[src/rtl/core/pkdt_pkg.sv]
`timescale 1ns / 1ps
// ----------------------------------------------------------------------------
// pkdt_pkg
// Shared types, bus addresses, register codes and key translation for the
// keyboard/display interface adapter.
// ----------------------------------------------------------------------------
package pkdt_pkg;

  localparam int SCREEN_COLUMNS_DEF = 60;
  localparam int SCREEN_ROWS_DEF    = 36;

  typedef enum logic [1:0] {
    OP_READ  = 2'd0,
    OP_WRITE = 2'd1,
    OP_KEY   = 2'd2,
    OP_TICK  = 2'd3
  } op_t;

  localparam logic [15:0] ADDR_KEY_DATA  = 16'hD010;
  localparam logic [15:0] ADDR_KEY_CTRL  = 16'hD011;
  localparam logic [15:0] ADDR_DISP_DATA = 16'hD012;
  localparam logic [15:0] ADDR_DISP_CTRL = 16'hD013;

  localparam logic [7:0] KEY_DATA_RST   = 8'h80;
  localparam logic [7:0] KBD_CTRL_ARMED = 8'h27;
  localparam logic [7:0] KBD_CTRL_KEY   = 8'hA7;
  localparam logic [7:0] STROBE_BIT     = 8'h80;
  localparam int         DSP_CTRL_EN    = 2;

  localparam logic [7:0] KEY_BACKSPACE  = 8'h08;
  localparam logic [7:0] KEY_RUBOUT     = 8'h5F;
  localparam logic [7:0] KEY_NONE       = 8'hFF;
  localparam logic [6:0] CH_LF          = 7'h0A;
  localparam logic [6:0] CH_CR          = 7'h0D;
  localparam logic [6:0] CH_FOLD_MASK   = 7'h5F;
  localparam logic [6:0] CH_LIMIT       = 7'h60;
  localparam logic [6:0] CH_LOWER_END   = 7'h7B;

  typedef struct packed {
    op_t         op;
    logic [15:0] address;
    logic [7:0]  write_data;
    logic [7:0]  key_code;
    logic        shift_held;
  } item_t;

  typedef struct packed {
    logic       valid;
    logic [6:0] code;
  } key_t;

  typedef struct packed {
    logic       go;
    logic [6:0] ch;
  } tick_t;

  typedef struct packed {
    logic       cell_write;
    logic [5:0] cell_column;
    logic [5:0] cell_row;
    logic [6:0] cell_char;
    logic       scroll_up;
    logic [5:0] cursor_column;
    logic [5:0] cursor_row;
  } disp_t;

  function automatic logic [7:0] shifted_key(input logic [7:0] k);
    logic [7:0] r;
    r = KEY_NONE;
    unique case (k)
      8'h31:   r = 8'h21;
      8'h32:   r = 8'h22;
      8'h33:   r = 8'h3F;
      8'h34:   r = 8'h24;
      8'h35:   r = 8'h25;
      8'h36:   r = 8'h26;
      8'h37:   r = 8'h2F;
      8'h38:   r = 8'h28;
      8'h39:   r = 8'h29;
      8'h30:   r = 8'h3D;
      8'h2E:   r = 8'h3A;
      8'h2C:   r = 8'h3B;
      8'h3C:   r = 8'h3E;
      8'h2D:   r = 8'h5F;
      8'h2B:   r = 8'h2A;
      8'h23:   r = 8'h27;
      8'h71:   r = 8'h40;
      default: begin
        if (k >= 8'h61 && k <= 8'h7A) begin
          r = k - 8'h20;
        end else begin
          r = KEY_NONE;
        end
      end
    endcase
    return r;
  endfunction

endpackage

[src/rtl/core/pkdt_keymap.sv]
`timescale 1ns / 1ps
// ----------------------------------------------------------------------------
// pkdt_keymap
// Key code translation: shift map, backspace, upper-case fold, range check.
// ----------------------------------------------------------------------------
module pkdt_keymap (
  input  logic [7:0]     key_code,
  input  logic           shift_held,
  output pkdt_pkg::key_t key
);

  logic [7:0] k_shift;
  logic [7:0] k_bs;
  logic [6:0] c_raw;
  logic [6:0] c_fold;

  always_comb begin
    k_shift = shift_held ? pkdt_pkg::shifted_key(key_code) : key_code;
    k_bs    = (k_shift == pkdt_pkg::KEY_BACKSPACE) ? pkdt_pkg::KEY_RUBOUT : k_shift;
    c_raw   = k_bs[6:0];
    if (c_raw > pkdt_pkg::CH_LIMIT && c_raw < pkdt_pkg::CH_LOWER_END) begin
      c_fold = c_raw & pkdt_pkg::CH_FOLD_MASK;
    end else begin
      c_fold = c_raw;
    end
    key.valid = (c_fold < pkdt_pkg::CH_LIMIT);
    key.code  = c_fold;
  end

endmodule

[src/rtl/core/pkdt_regs.sv]
`timescale 1ns / 1ps
// ----------------------------------------------------------------------------
// pkdt_regs
// The four adapter registers: bus decode, key latch and display strobe.
// ----------------------------------------------------------------------------
module pkdt_regs (
  input  logic            clk,
  input  logic            rst_n,
  input  logic            en,
  input  pkdt_pkg::item_t item,
  input  pkdt_pkg::key_t  key,
  output logic [7:0]      rd_data,
  output logic            handled,
  output pkdt_pkg::tick_t tick
);

  logic [7:0] key_data_r, key_data_nxt;
  logic [7:0] key_ctrl_r, key_ctrl_nxt;
  logic [7:0] disp_data_r, disp_data_nxt;
  logic [7:0] disp_ctrl_r, disp_ctrl_nxt;

  always_comb begin
    key_data_nxt  = key_data_r;
    key_ctrl_nxt  = key_ctrl_r;
    disp_data_nxt = disp_data_r;
    disp_ctrl_nxt = disp_ctrl_r;
    rd_data       = '0;
    handled       = 1'b0;
    tick          = '0;
    unique case (item.op)
      pkdt_pkg::OP_READ: begin
        handled = 1'b1;
        priority if (item.address == pkdt_pkg::ADDR_KEY_DATA) begin
          key_ctrl_nxt = pkdt_pkg::KBD_CTRL_ARMED;
          rd_data      = key_data_r;
        end else if (item.address == pkdt_pkg::ADDR_KEY_CTRL) begin
          rd_data = key_ctrl_r;
        end else if (item.address == pkdt_pkg::ADDR_DISP_DATA) begin
          rd_data = disp_data_r;
        end else if (item.address == pkdt_pkg::ADDR_DISP_CTRL) begin
          rd_data = disp_ctrl_r;
        end else begin
          handled = 1'b0;
        end
      end
      pkdt_pkg::OP_WRITE: begin
        handled = 1'b1;
        priority if (item.address == pkdt_pkg::ADDR_KEY_DATA) begin
          key_data_nxt = item.write_data;
        end else if (item.address == pkdt_pkg::ADDR_KEY_CTRL) begin
          key_ctrl_nxt = (key_ctrl_r == 8'h00) ? pkdt_pkg::KBD_CTRL_ARMED : item.write_data;
        end else if (item.address == pkdt_pkg::ADDR_DISP_DATA) begin
          if (disp_ctrl_r[pkdt_pkg::DSP_CTRL_EN]) begin
            disp_data_nxt = item.write_data | pkdt_pkg::STROBE_BIT;
          end
        end else if (item.address == pkdt_pkg::ADDR_DISP_CTRL) begin
          disp_ctrl_nxt = item.write_data;
        end else begin
          handled = 1'b0;
        end
      end
      pkdt_pkg::OP_KEY: begin
        if (key.valid) begin
          key_data_nxt = {1'b1, key.code};
          key_ctrl_nxt = pkdt_pkg::KBD_CTRL_KEY;
        end
      end
      pkdt_pkg::OP_TICK: begin
        if (disp_data_r[7]) begin
          tick.go       = 1'b1;
          tick.ch       = disp_data_r[6:0];
          disp_data_nxt = {1'b0, disp_data_r[6:0]};
        end
      end
      default: begin
        key_data_nxt = key_data_r;
      end
    endcase
  end

  always_ff @(posedge clk) begin
    if (!rst_n) begin
      key_data_r  <= pkdt_pkg::KEY_DATA_RST;
      key_ctrl_r  <= '0;
      disp_data_r <= '0;
      disp_ctrl_r <= '0;
    end else if (en) begin
      key_data_r  <= key_data_nxt;
      key_ctrl_r  <= key_ctrl_nxt;
      disp_data_r <= disp_data_nxt;
      disp_ctrl_r <= disp_ctrl_nxt;
    end
  end

`ifndef NO_ASSERTIONS
  a_key_latch: assert property (@(posedge clk) disable iff (!rst_n)
    en && item.op == pkdt_pkg::OP_KEY && key.valid |=>
      key_ctrl_r == pkdt_pkg::KBD_CTRL_KEY && key_data_r[7])
    else $error("key latch did not set keyboard registers");
  a_tick_clears: assert property (@(posedge clk) disable iff (!rst_n)
    en && tick.go |=> !disp_data_r[7])
    else $error("display strobe not cleared after tick");
`endif

endmodule

[src/rtl/core/pkdt_cursor.sv]
`timescale 1ns / 1ps
// ----------------------------------------------------------------------------
// pkdt_cursor
// Cursor position, cell write, newline, column wrap and scroll on a tick.
// ----------------------------------------------------------------------------
module pkdt_cursor #(
  parameter int SCREEN_COLUMNS = pkdt_pkg::SCREEN_COLUMNS_DEF,
  parameter int SCREEN_ROWS    = pkdt_pkg::SCREEN_ROWS_DEF
) (
  input  logic            clk,
  input  logic            rst_n,
  input  logic            en,
  input  pkdt_pkg::tick_t tick,
  output pkdt_pkg::disp_t disp
);

  localparam int COL_W = $clog2(SCREEN_COLUMNS);
  localparam int ROW_W = $clog2(SCREEN_ROWS);
  localparam logic [COL_W-1:0] COL_LAST = COL_W'(SCREEN_COLUMNS - 1);
  localparam logic [ROW_W-1:0] ROW_LAST = ROW_W'(SCREEN_ROWS - 1);

  logic [COL_W-1:0] col_r, col_nxt;
  logic [ROW_W-1:0] line_r, line_nxt;
  logic             adv_line;
  logic [COL_W+5:0] col_cur_ext, col_nxt_ext;
  logic [ROW_W+5:0] line_cur_ext, line_nxt_ext;

  assign col_cur_ext  = {6'd0, col_r};
  assign col_nxt_ext  = {6'd0, col_nxt};
  assign line_cur_ext = {6'd0, line_r};
  assign line_nxt_ext = {6'd0, line_nxt};

  always_comb begin
    col_nxt  = col_r;
    line_nxt = line_r;
    adv_line = 1'b0;
    disp     = '0;
    if (tick.go) begin
      if (tick.ch == pkdt_pkg::CH_LF || tick.ch == pkdt_pkg::CH_CR) begin
        col_nxt  = '0;
        adv_line = 1'b1;
      end else begin
        disp.cell_write  = 1'b1;
        disp.cell_column = col_cur_ext[5:0];
        disp.cell_row    = line_cur_ext[5:0];
        disp.cell_char   = (tick.ch > pkdt_pkg::CH_FOLD_MASK) ?
                           (tick.ch & pkdt_pkg::CH_FOLD_MASK) : tick.ch;
        if (col_r == COL_LAST) begin
          col_nxt  = '0;
          adv_line = 1'b1;
        end else begin
          col_nxt = col_r + COL_W'(1);
        end
      end
      if (adv_line) begin
        if (line_r == ROW_LAST) begin
          disp.scroll_up = 1'b1;
        end else begin
          line_nxt = line_r + ROW_W'(1);
        end
      end
    end
    disp.cursor_column = col_nxt_ext[5:0];
    disp.cursor_row    = line_nxt_ext[5:0];
  end

  always_ff @(posedge clk) begin
    if (!rst_n) begin
      col_r  <= '0;
      line_r <= '0;
    end else if (en) begin
      col_r  <= col_nxt;
      line_r <= line_nxt;
    end
  end

`ifndef NO_ASSERTIONS
  a_col_range: assert property (@(posedge clk) disable iff (!rst_n)
    col_r <= COL_LAST)
    else $error("cursor column out of range");
  a_row_range: assert property (@(posedge clk) disable iff (!rst_n)
    line_r <= ROW_LAST)
    else $error("cursor row out of range");
  a_scroll_last: assert property (@(posedge clk) disable iff (!rst_n)
    en && disp.scroll_up |=> line_r == ROW_LAST)
    else $error("scroll left cursor off the last row");
  a_idle_hold: assert property (@(posedge clk) disable iff (!rst_n)
    en && !tick.go |=> $stable(col_r) && $stable(line_r))
    else $error("cursor moved without a pending character");
`endif

endmodule

[src/rtl/core/pia_keyboard_display_terminal.sv]
`timescale 1ns / 1ps
// ----------------------------------------------------------------------------
// pia_keyboard_display_terminal
// Keyboard/display interface adapter: bus register access, key latch and
// display tick producing cell writes and cursor moves.
// ----------------------------------------------------------------------------
// Channel  Dir  Handshake           Beat
// in_      in   in_valid/in_stall   operation, address, write_data, key, shift
// out_     out  out_valid/out_stall read data, handled, cell write, cursor
//
// One beat per clock sustained while out_stall is low. A beat accepted into the input
// register passes the combinational logic into the result register and is then
// offered on out_ until it is taken.
// All adapter and cursor state updates in the cycle a beat leaves the input
// register, so back-to-back beats see each other's effects in order.
// in_stall rises only when the input register is full and the result
// register holds a beat not yet taken. Reset is synchronous, active low.
// ----------------------------------------------------------------------------
module pia_keyboard_display_terminal #(
  parameter int SCREEN_COLUMNS = pkdt_pkg::SCREEN_COLUMNS_DEF,
  parameter int SCREEN_ROWS    = pkdt_pkg::SCREEN_ROWS_DEF
) (
  input  logic        clk,
  input  logic        rst_n,
  input  logic        in_valid,
  output logic        in_stall,
  input  logic [1:0]  in_operation,
  input  logic [15:0] in_address,
  input  logic [7:0]  in_write_data,
  input  logic [7:0]  in_key_code,
  input  logic        in_shift_held,
  output logic        out_valid,
  input  logic        out_stall,
  output logic [7:0]  out_read_data,
  output logic        out_handled,
  output logic        out_cell_write,
  output logic [5:0]  out_cell_column,
  output logic [5:0]  out_cell_row,
  output logic [6:0]  out_cell_char,
  output logic        out_scroll_up,
  output logic [5:0]  out_cursor_column,
  output logic [5:0]  out_cursor_row
);

  logic            s1_valid_r;
  pkdt_pkg::item_t s1_item_r;
  logic            s1_adv;
  logic            in_acc;
  logic            out_valid_r;
  logic [7:0]      rd_data_r;
  logic            handled_r;
  pkdt_pkg::disp_t disp_r;

  pkdt_pkg::key_t  key;
  pkdt_pkg::tick_t tick;
  pkdt_pkg::disp_t disp;
  logic [7:0]      rd_data;
  logic            handled;

  assign s1_adv   = s1_valid_r && (!out_valid_r || !out_stall);
  assign in_stall = s1_valid_r && !s1_adv;
  assign in_acc   = in_valid && !in_stall;

  pkdt_keymap u_keymap (
    .key_code   (s1_item_r.key_code),
    .shift_held (s1_item_r.shift_held),
    .key        (key)
  );

  pkdt_regs u_regs (
    .clk     (clk),
    .rst_n   (rst_n),
    .en      (s1_adv),
    .item    (s1_item_r),
    .key     (key),
    .rd_data (rd_data),
    .handled (handled),
    .tick    (tick)
  );

  pkdt_cursor #(
    .SCREEN_COLUMNS (SCREEN_COLUMNS),
    .SCREEN_ROWS    (SCREEN_ROWS)
  ) u_cursor (
    .clk   (clk),
    .rst_n (rst_n),
    .en    (s1_adv),
    .tick  (tick),
    .disp  (disp)
  );

  always_ff @(posedge clk) begin
    if (!rst_n) begin
      s1_valid_r  <= 1'b0;
      out_valid_r <= 1'b0;
    end else begin
      if (in_acc) begin
        s1_valid_r <= 1'b1;
      end else if (s1_adv) begin
        s1_valid_r <= 1'b0;
      end
      if (s1_adv) begin
        out_valid_r <= 1'b1;
      end else if (!out_stall) begin
        out_valid_r <= 1'b0;
      end
    end
  end

  always_ff @(posedge clk) begin
    if (in_acc) begin
      s1_item_r.op         <= pkdt_pkg::op_t'(in_operation);
      s1_item_r.address    <= in_address;
      s1_item_r.write_data <= in_write_data;
      s1_item_r.key_code   <= in_key_code;
      s1_item_r.shift_held <= in_shift_held;
    end
    if (s1_adv) begin
      rd_data_r <= rd_data;
      handled_r <= handled;
      disp_r    <= disp;
    end
  end

  assign out_valid         = out_valid_r;
  assign out_read_data     = rd_data_r;
  assign out_handled       = handled_r;
  assign out_cell_write    = disp_r.cell_write;
  assign out_cell_column   = disp_r.cell_column;
  assign out_cell_row      = disp_r.cell_row;
  assign out_cell_char     = disp_r.cell_char;
  assign out_scroll_up     = disp_r.scroll_up;
  assign out_cursor_column = disp_r.cursor_column;
  assign out_cursor_row    = disp_r.cursor_row;

`ifndef NO_ASSERTIONS
  a_stall_full: assert property (@(posedge clk) disable iff (!rst_n)
    in_stall |-> s1_valid_r && out_valid_r)
    else $error("input stalled with room downstream");
  a_cell_not_bus: assert property (@(posedge clk) disable iff (!rst_n)
    out_valid_r && out_cell_write |-> !out_handled && out_read_data == 8'h00)
    else $error("cell write on a bus beat");
`endif

endmodule
[config.mk]
export PLATFORM = sky130hd
export DESIGN_NAME = pia_keyboard_display_terminal
export DESIGN_NICKNAME = d
export VERILOG_FILES = /design/src/rtl/core/pkdt_pkg.sv /design/src/rtl/core/pkdt_keymap.sv /design/src/rtl/core/pkdt_regs.sv /design/src/rtl/core/pkdt_cursor.sv /design/src/rtl/core/pia_keyboard_display_terminal.sv
export SDC_FILE = /design/constraint.sdc
export NUM_CORES = 1
export LEC_CHECK = 0
export BUFFER_PORTS_ARGS = -buffer_cell sky130_fd_sc_hd__buf_2
export CAP_MARGIN = 0
export CORE_UTILIZATION = 52
export CTS_CLUSTER_SIZE = 25
export DETAILED_ROUTE_END_ITERATION = 8
export PLACE_DENSITY_LB_ADDON = 0.3
export SETUP_SLACK_MARGIN = 0.1
export SLEW_MARGIN = 25
export SYNTH_ARGS = -nofsm -noshare
export SYNTH_HDL_FRONTEND = slang
export SYNTH_HIERARCHICAL = 1
export SYNTH_SLANG_ARGS = --single-unit
export TNS_END_PERCENT = 20
[constraint.sdc]
create_clock -name clk -period 5.6 [get_ports clk]
set_input_delay 0.56 -clock clk [delete_from_list [all_inputs] [get_ports clk]]
set_output_delay 0.56 -clock clk [all_outputs]
set_load 0.03 [all_outputs]
After elaboration in Yosys (flattened, before gate mapping)
Index checks and enable logic that the tools add are counted.
{"block": "totals", "ff_bits": 123, "input_bits": 39, "out_inout_bits": 44, "word_cells": 147}
{"block": "classes", "addsub": 3, "n_lt_le_gt_ge": 6, "n_eq_ne": 38, "muxes": 45, "bitwise": 5, "n_reduce_logical": 26}
{"cell": "8-bit two-way mux", "count": 19}
{"cell": "8-bit one-hot mux with 17 select lines", "count": 1}
{"cell": "8-bit by 6-bit equality test with 1-bit output (second input constant)", "count": 16}
{"cell": "16-bit equality test (second input constant)", "count": 4}
{"cell": "6-bit two-way mux", "count": 8}
{"cell": "8-bit one-hot mux with 2 select lines", "count": 2}
{"cell": "8-bit one-hot mux with 3 select lines", "count": 1}
{"cell": "20-bit two-way mux", "count": 1}
{"cell": "6-bit AND reduction", "count": 3}
{"cell": "7-bit by 4-bit equality test with 1-bit output (second input constant)", "count": 2}
{"cell": "7-bit greater-than comparator (second input constant)", "count": 2}
{"cell": "7-bit less-than comparator (second input constant)", "count": 2}
{"cell": "6-bit by 1-bit adder with 6-bit output (second input constant)", "count": 2}
{"cell": "6-bit equality test (second input constant)", "count": 2}
{"cell": "1-bit two-way mux", "count": 12}
{"cell": "2-bit by 1-bit inequality test with 1-bit output (second input constant)", "count": 6}
{"cell": "8-bit by 4-bit equality test with 1-bit output (second input constant)", "count": 1}
{"cell": "8-bit by 7-bit equality test with 1-bit output (second input constant)", "count": 1}
{"cell": "8-bit by 7-bit greater-or-equal comparator with 1-bit output (second input constant)", "count": 1}
{"cell": "8-bit by 7-bit less-or-equal comparator with 1-bit output (second input constant)", "count": 1}
{"cell": "8-bit logical NOT", "count": 1}
{"cell": "8-bit by 6-bit subtractor with 8-bit output (second input constant)", "count": 1}
{"cell": "7-bit two-way mux", "count": 1}
{"cell": "7-bit AND reduction", "count": 1}
{"cell": "other kinds (14)", "count": 32}

Logic depth before layout (Yosys ltp)
{"block": "logic_depth", "depth_word": 13, "depth_mapped": 14, "ltp_nobuf": 11}

Modules after synthesis
Netlist, hierarchy kept.
{"mod": "pia_keyboard_display_terminal", "n_inst": 1, "cells_each": 85, "area_per_inst_um2": 2396.0, "seq_area_each_um2": 2352.3}
{"mod": "pkdt_regs", "n_inst": 1, "cells_each": 223, "area_per_inst_um2": 2003.2, "seq_area_each_um2": 640.6}
{"mod": "pkdt_cursor", "n_inst": 1, "cells_each": 149, "area_per_inst_um2": 1199.9, "seq_area_each_um2": 240.2}
{"mod": "pkdt_keymap", "n_inst": 1, "cells_each": 107, "area_per_inst_um2": 768.2, "seq_area_each_um2": 0.0}

Worst setup path after synthesis
OpenSTA, ideal clock, no wires.
{"block": "synth_path", "path_type": "in2reg", "startpoint": "input port out_stall", "endpoint": "register u_regs.disp_data_r[2]", "setup_ns": 0.070, "t_arrival_ns": 5.688, "required_ns": 5.530, "slack_ns": -0.158, "path_stages": 5, "n_path_buf": 1, "path_cell_list": "a21boi_0 nand3_1 clkbuf_1 or4b_1 a21oi_1"}
{"block": "synth_between", "elab_chain_len": 4}
{"item": "start: declaration", "line_no": "pia_keyboard_display_terminal.sv:33", "rtl": "input logic out_stall,"}
{"item": "1-bit logical NOT"}
{"item": "1-bit logical OR", "line_no": "pia_keyboard_display_terminal.sv:60", "rtl": "assign s1_adv = s1_valid_r && (!out_valid_r || !out_stall);"}
{"item": "1-bit logical AND", "line_no": "pia_keyboard_display_terminal.sv:60"}
{"item": "7-bit AND reduction (no line)"}
{"item": "end signal: assignment", "line_no": "pkdt_regs.sv:90", "rtl": "disp_data_r <= disp_data_nxt;"}
{"item": "end: declaration", "line_no": "pkdt_regs.sv:19", "rtl": "logic [7:0] disp_data_r, disp_data_nxt;"}
No other way between the ends.
A chain may end at the register's enable or synchronous reset.

==> qor.txt <==
CELLS AND AREA
--------------------------------------------------------------------------------------
Final net count                                                                    676
Antenna fix cells                                                                    0
Core Util, Final                                                                 0.613
Final design area excluding fillers                                        0.00733 mm²
Fraction of layout cells with a size suffix above 1                              0.251
Area growth from synthesis to layout                                             15.1%

YOSYS
--------------------------------------------------------------------------------------
Post-synthesis sequential area ratio                                             0.508
Syn Area/Cell                                                                 11.3 µm²
Netlist area before placement                                              0.00637 mm²
Post-synthesis instance total                                                      564
Largest family of logic cells by synthesized area                         simple AND/OR/NAND/NOR gates
Number of enable flip-flop cells after synthesis                                    77
Post-synthesis simple-gate area fraction                                         0.200
Adder-cell share of the synthesized area                                        0.0175
Xor and xnor fraction of the mapped netlist area                               0.00688
Synthesized-area fraction occupied by ao, oa, aoi and oai cells                  0.143
Leading register cell type out of synthesis                               sky130_fd_sc_hd__edfxtp_1
Number of synthesized register bits                                                123
Number of distinct library cells after synthesis                                    92
Mux contribution to synthesized area                                            0.0792
Number of nets produced by synthesis                                               611
Async set-or-reset flop fraction in the synthesized netlist                          0
Warnings from Yosys                                                                  6

WORST SETUP PATH
--------------------------------------------------------------------------------------
Cell repeated most along the worst path                                   sky130_fd_sc_hd__mux2i_1
Cells along the critical path                                             and4bb_2 -> nor3_2 -> o21a_1 -> a311oi_1 -> or2_1 -> a32oi_1 -> or3_1 -> mux2i_1 -> o32ai_1 -> a41o_1 -> mux2i_1
Crit start category                                                               flop
Delay contributed by the slowest stage of the critical path                    0.70 ns
Data arrival time of the critical path                                         3.93 ns
Required arrival time at the worst endpoint                                    5.94 ns
Worst Path Class, Setup                                                   flop to flop
Beginning of the critical path                                            s1_item_r[3]
Reg-to-reg slack, setup                                                        2.01 ns
Slowest library cell on the worst path                                    sky130_fd_sc_hd__edfxtp_1
Worst r2r dst                                                             u_regs/key_ctrl_r[0]
Reg2Reg Depth                                                                       11
Kind of end point of the critical path                                            flop
Critical R2R Launch                                                       s1_item_r[3]
Largest fanout on the critical path                                                 18

PLACED DESIGN
--------------------------------------------------------------------------------------
Post-DP Area                                                               0.00679 mm²
Weighted congestion reported at the end of routability-driven placement          0.871
Count of input and output buffers                                                   82
Post-DP HPWL                                                                   8.93 mm

GLOBAL ROUTING
--------------------------------------------------------------------------------------
Initial antenna violation count                                                      0
Largest net degree at the start of global routing                                   62
Remaining global-route overflow                                                      0
Vias in the first global route                                                    4363
Global-route usage over all layers                                               0.219
Global-route wire length before repair                                         21.5 mm

STA
--------------------------------------------------------------------------------------
Fmax                                                                           278 MHz
Unrepaired setup endpoints after global routing                                     no
Final Cycle Share                                                                0.641
Sum of negative setup slack                                                       0 ns
Slew headroom                                                                    0.377
Tightest hold margin                                                          0.318 ns
Slew at the pin with the worst max-slew slack                                 0.932 ns
Count of final max-slew check failures                                               0
Final Hold Vio Count                                                                 0
Setup-failing EPs final                                                              0
Setup clock skew after layout                                               0.00471 ns
Min Tclk post-route                                                            3.59 ns

RUN STATUS
--------------------------------------------------------------------------------------
Result of the run                                                         finished, final reports clean

DIE
--------------------------------------------------------------------------------------
Initial core utilization                                                         0.532
Row Count                                                                           40
Boundary pin count                                                                  83
Die Outline Area                                                            0.0127 mm²
Die Y-Extent                                                                    113 µm
Die Wd                                                                          113 µm
Area of the core                                                            0.0120 mm²

CLOCK NETWORK
--------------------------------------------------------------------------------------
Clock Path Buffers                                                                   2
Number of buffers created by CTS                                                    17
CTS tree                                                                          done
Setup Buffers After CTS                                                              0
Insertion delay to the later sink of the worst-skew pair                       0.41 ns
Clock slew at reported path FFs                                                0.05 ns
Number of clock sinks                                                              123
Root buffer cell                                                          sky130_fd_sc_hd__clkbuf_16
Number of buffers added to fix hold violations after cts                             0
CTS H-tree lvls                                                                      4
Number of gates resized after CTS                                                    0

ROUTING
--------------------------------------------------------------------------------------
DRT antenna net count                                                                0
Via count                                                                         4708
DRC violation total after the first TritonRoute iteration                          306
Overall routed net length                                                      13.3 mm
Post-DR vias/cell                                                                 5.97
DRC Markers                                                                          0
Number of detailed-routing iterations run before antenna repair                      5
Mean routed wirelength per cell                                                16.8 µm

HOLD PATH
--------------------------------------------------------------------------------------
Hold Crit Start                                                           in_key_code[1]
Classification of the worst-slack hold path                               input port to flop
Worst hold endpoint                                                       s1_item_r[2]
Number of stages on the worst hold path                                              1

PWR
--------------------------------------------------------------------------------------
Power per cell area                                                         300 mW/mm²
VDD IR max                                                                    0.252 mV
Tot Pwr                                                                      0.00220 W
Static Leak                                                                    2.82 nW

JOB
--------------------------------------------------------------------------------------
Number of maximum-capacitance constraint violations                                  0

-- cells by family after synthesis --
group | after synthesis
XOR/XNOR | 5
flip-flops | 123
multiplexers | 39
buffers and inverters | 56
AND/OR/NAND/NOR | 204
adder cells (fa/ha/maj) | 9
AO/OA/AOI/OAI | 128
-- synthesized netlist by cell type (5+ instances only) --
cell | instances | area [µm²]
sky130_fd_sc_hd__nand2b_1 | 8 | 50.1
sky130_fd_sc_hd__and3_1 | 35 | 219
sky130_fd_sc_hd__a21oi_1 | 28 | 140
sky130_fd_sc_hd__nor2b_1 | 5 | 31.3
sky130_fd_sc_hd__o21ai_0 | 25 | 125
sky130_fd_sc_hd__mux4_2 | 8 | 180
sky130_fd_sc_hd__mux2i_1 | 23 | 230
sky130_fd_sc_hd__mux2_2 | 7 | 78.8
sky130_fd_sc_hd__buf_2 | 9 | 45.0
sky130_fd_sc_hd__nand3_1 | 14 | 70.1
sky130_fd_sc_hd__and2_1 | 8 | 50.1
sky130_fd_sc_hd__nand2_1 | 50 | 188
sky130_fd_sc_hd__clkbuf_1 | 21 | 78.8
sky130_fd_sc_hd__dfxtp_1 | 46 | 921
sky130_fd_sc_hd__xnor2_1 | 5 | 43.8
sky130_fd_sc_hd__o211ai_1 | 10 | 75.1
sky130_fd_sc_hd__nor3b_1 | 6 | 45.0
sky130_fd_sc_hd__or4b_1 | 7 | 70.1
sky130_fd_sc_hd__a31oi_1 | 7 | 43.8
sky130_fd_sc_hd__ha_1 | 8 | 100
sky130_fd_sc_hd__a21boi_0 | 7 | 52.6
sky130_fd_sc_hd__buf_6 | 8 | 90.1
sky130_fd_sc_hd__edfxtp_1 | 77 | 2310
sky130_fd_sc_hd__nand4_1 | 7 | 43.8
sky130_fd_sc_hd__inv_1 | 13 | 48.8
sky130_fd_sc_hd__o21a_1 | 8 | 60.1
sky130_fd_sc_hd__nor2_1 | 15 | 56.3
-- layout make-up --
type	instances	area [µm²]
clock buffers	21	440
fillers	928	4630
inverters	15	56.3
multi-input cells	385	2870
repair buffers	87	448
clock inverters	11	101
well taps	147	184
flip-flops and latches	123	3230
-- registers in the layout, summed over array words and instances, names as in the netlist --
register            cells
out_cursor_row          6
out_scroll_up           1
u_regs/key_data_r       8
out_cell_write          1
u_regs/key_ctrl_r       8
out_read_data           8
out_cell_column         6
out_cell_char           7
u_cursor/col_r          6
out_valid               1
s1_item_r              35
s1_valid_r              1
out_cell_row            6
u_regs/disp_ctrl_r      8
out_handled             1
u_cursor/line_r         6
u_regs/disp_data_r      8
out_cursor_column       6
-- critical path: cells and delay by family, from the launching register on --
family           cells  cell delay, ns
AO/OA/AOI/OAI        5            1.39
AND/OR/NAND/NOR      4            1.07
flip-flops           1            0.70
multiplexers         2            0.33
-- stage by stage --
stage	cells	worst slack [ns]
2_1_floorplan	564	1.28
3_3_place_gp	757	2.25
3_5_place_dp	757	2.06
4_1_cts	789	2.04
5_1_grt	789	1.81
6_report	789	2.01
-- power by group --
part / leakage (nW) / switching (W) / internal (W) / total, W
clock network: 0.264 / 0.000367 / 0.000643 / 0.00101
registers: 1.09 / 0.0000290 / 0.000997 / 0.00103
logic: 1.46 / 0.0000988 / 0.0000615 / 0.000160
-- how the worst max path moves through the flow --
stage | to | slack [ns] | cells after the start
floorplan | u_regs/disp_data_r[2] | 1.28 | 5
global route | u_regs/key_ctrl_r[0] | 1.81 | 11
finish | u_regs/key_ctrl_r[0] | 2.01 | 11
detailed placement | u_regs/key_ctrl_r[0] | 2.06 | 11
global placement | u_regs/key_ctrl_r[1] | 2.25 | 11
CTS | u_regs/key_ctrl_r[0] | 2.04 | 11
-- cell usage in the layout (no fill, tap or decap), types with 14 or more instances in the layout --
cell,n
sky130_fd_sc_hd__edfxtp_1,77
sky130_fd_sc_hd__dfxtp_1,46
sky130_fd_sc_hd__nand2_1,50
sky130_fd_sc_hd__o21ai_0,25
sky130_fd_sc_hd__a21oi_1,28
sky130_fd_sc_hd__clkbuf_16,17
sky130_fd_sc_hd__buf_2,82
sky130_fd_sc_hd__and3_1,35
sky130_fd_sc_hd__nor2_1,15
sky130_fd_sc_hd__nand3_1,14
sky130_fd_sc_hd__mux2i_1,23
-- metal layers --
| metal | up-vias | global-route usage | part of all wire |
|---|---|---|---|
| met5 | - | 0 | 0 |
| met4 | 0 | 0.0987 | 0.021 |
| met3 | 19 | 0.0643 | 0.064 |
| met2 | 191 | 0.343 | 0.47 |
| met1 | 2219 | 0.281 | 0.44 |
| li1 | 2279 | - | - |
(Power assumes the default switching activity.)
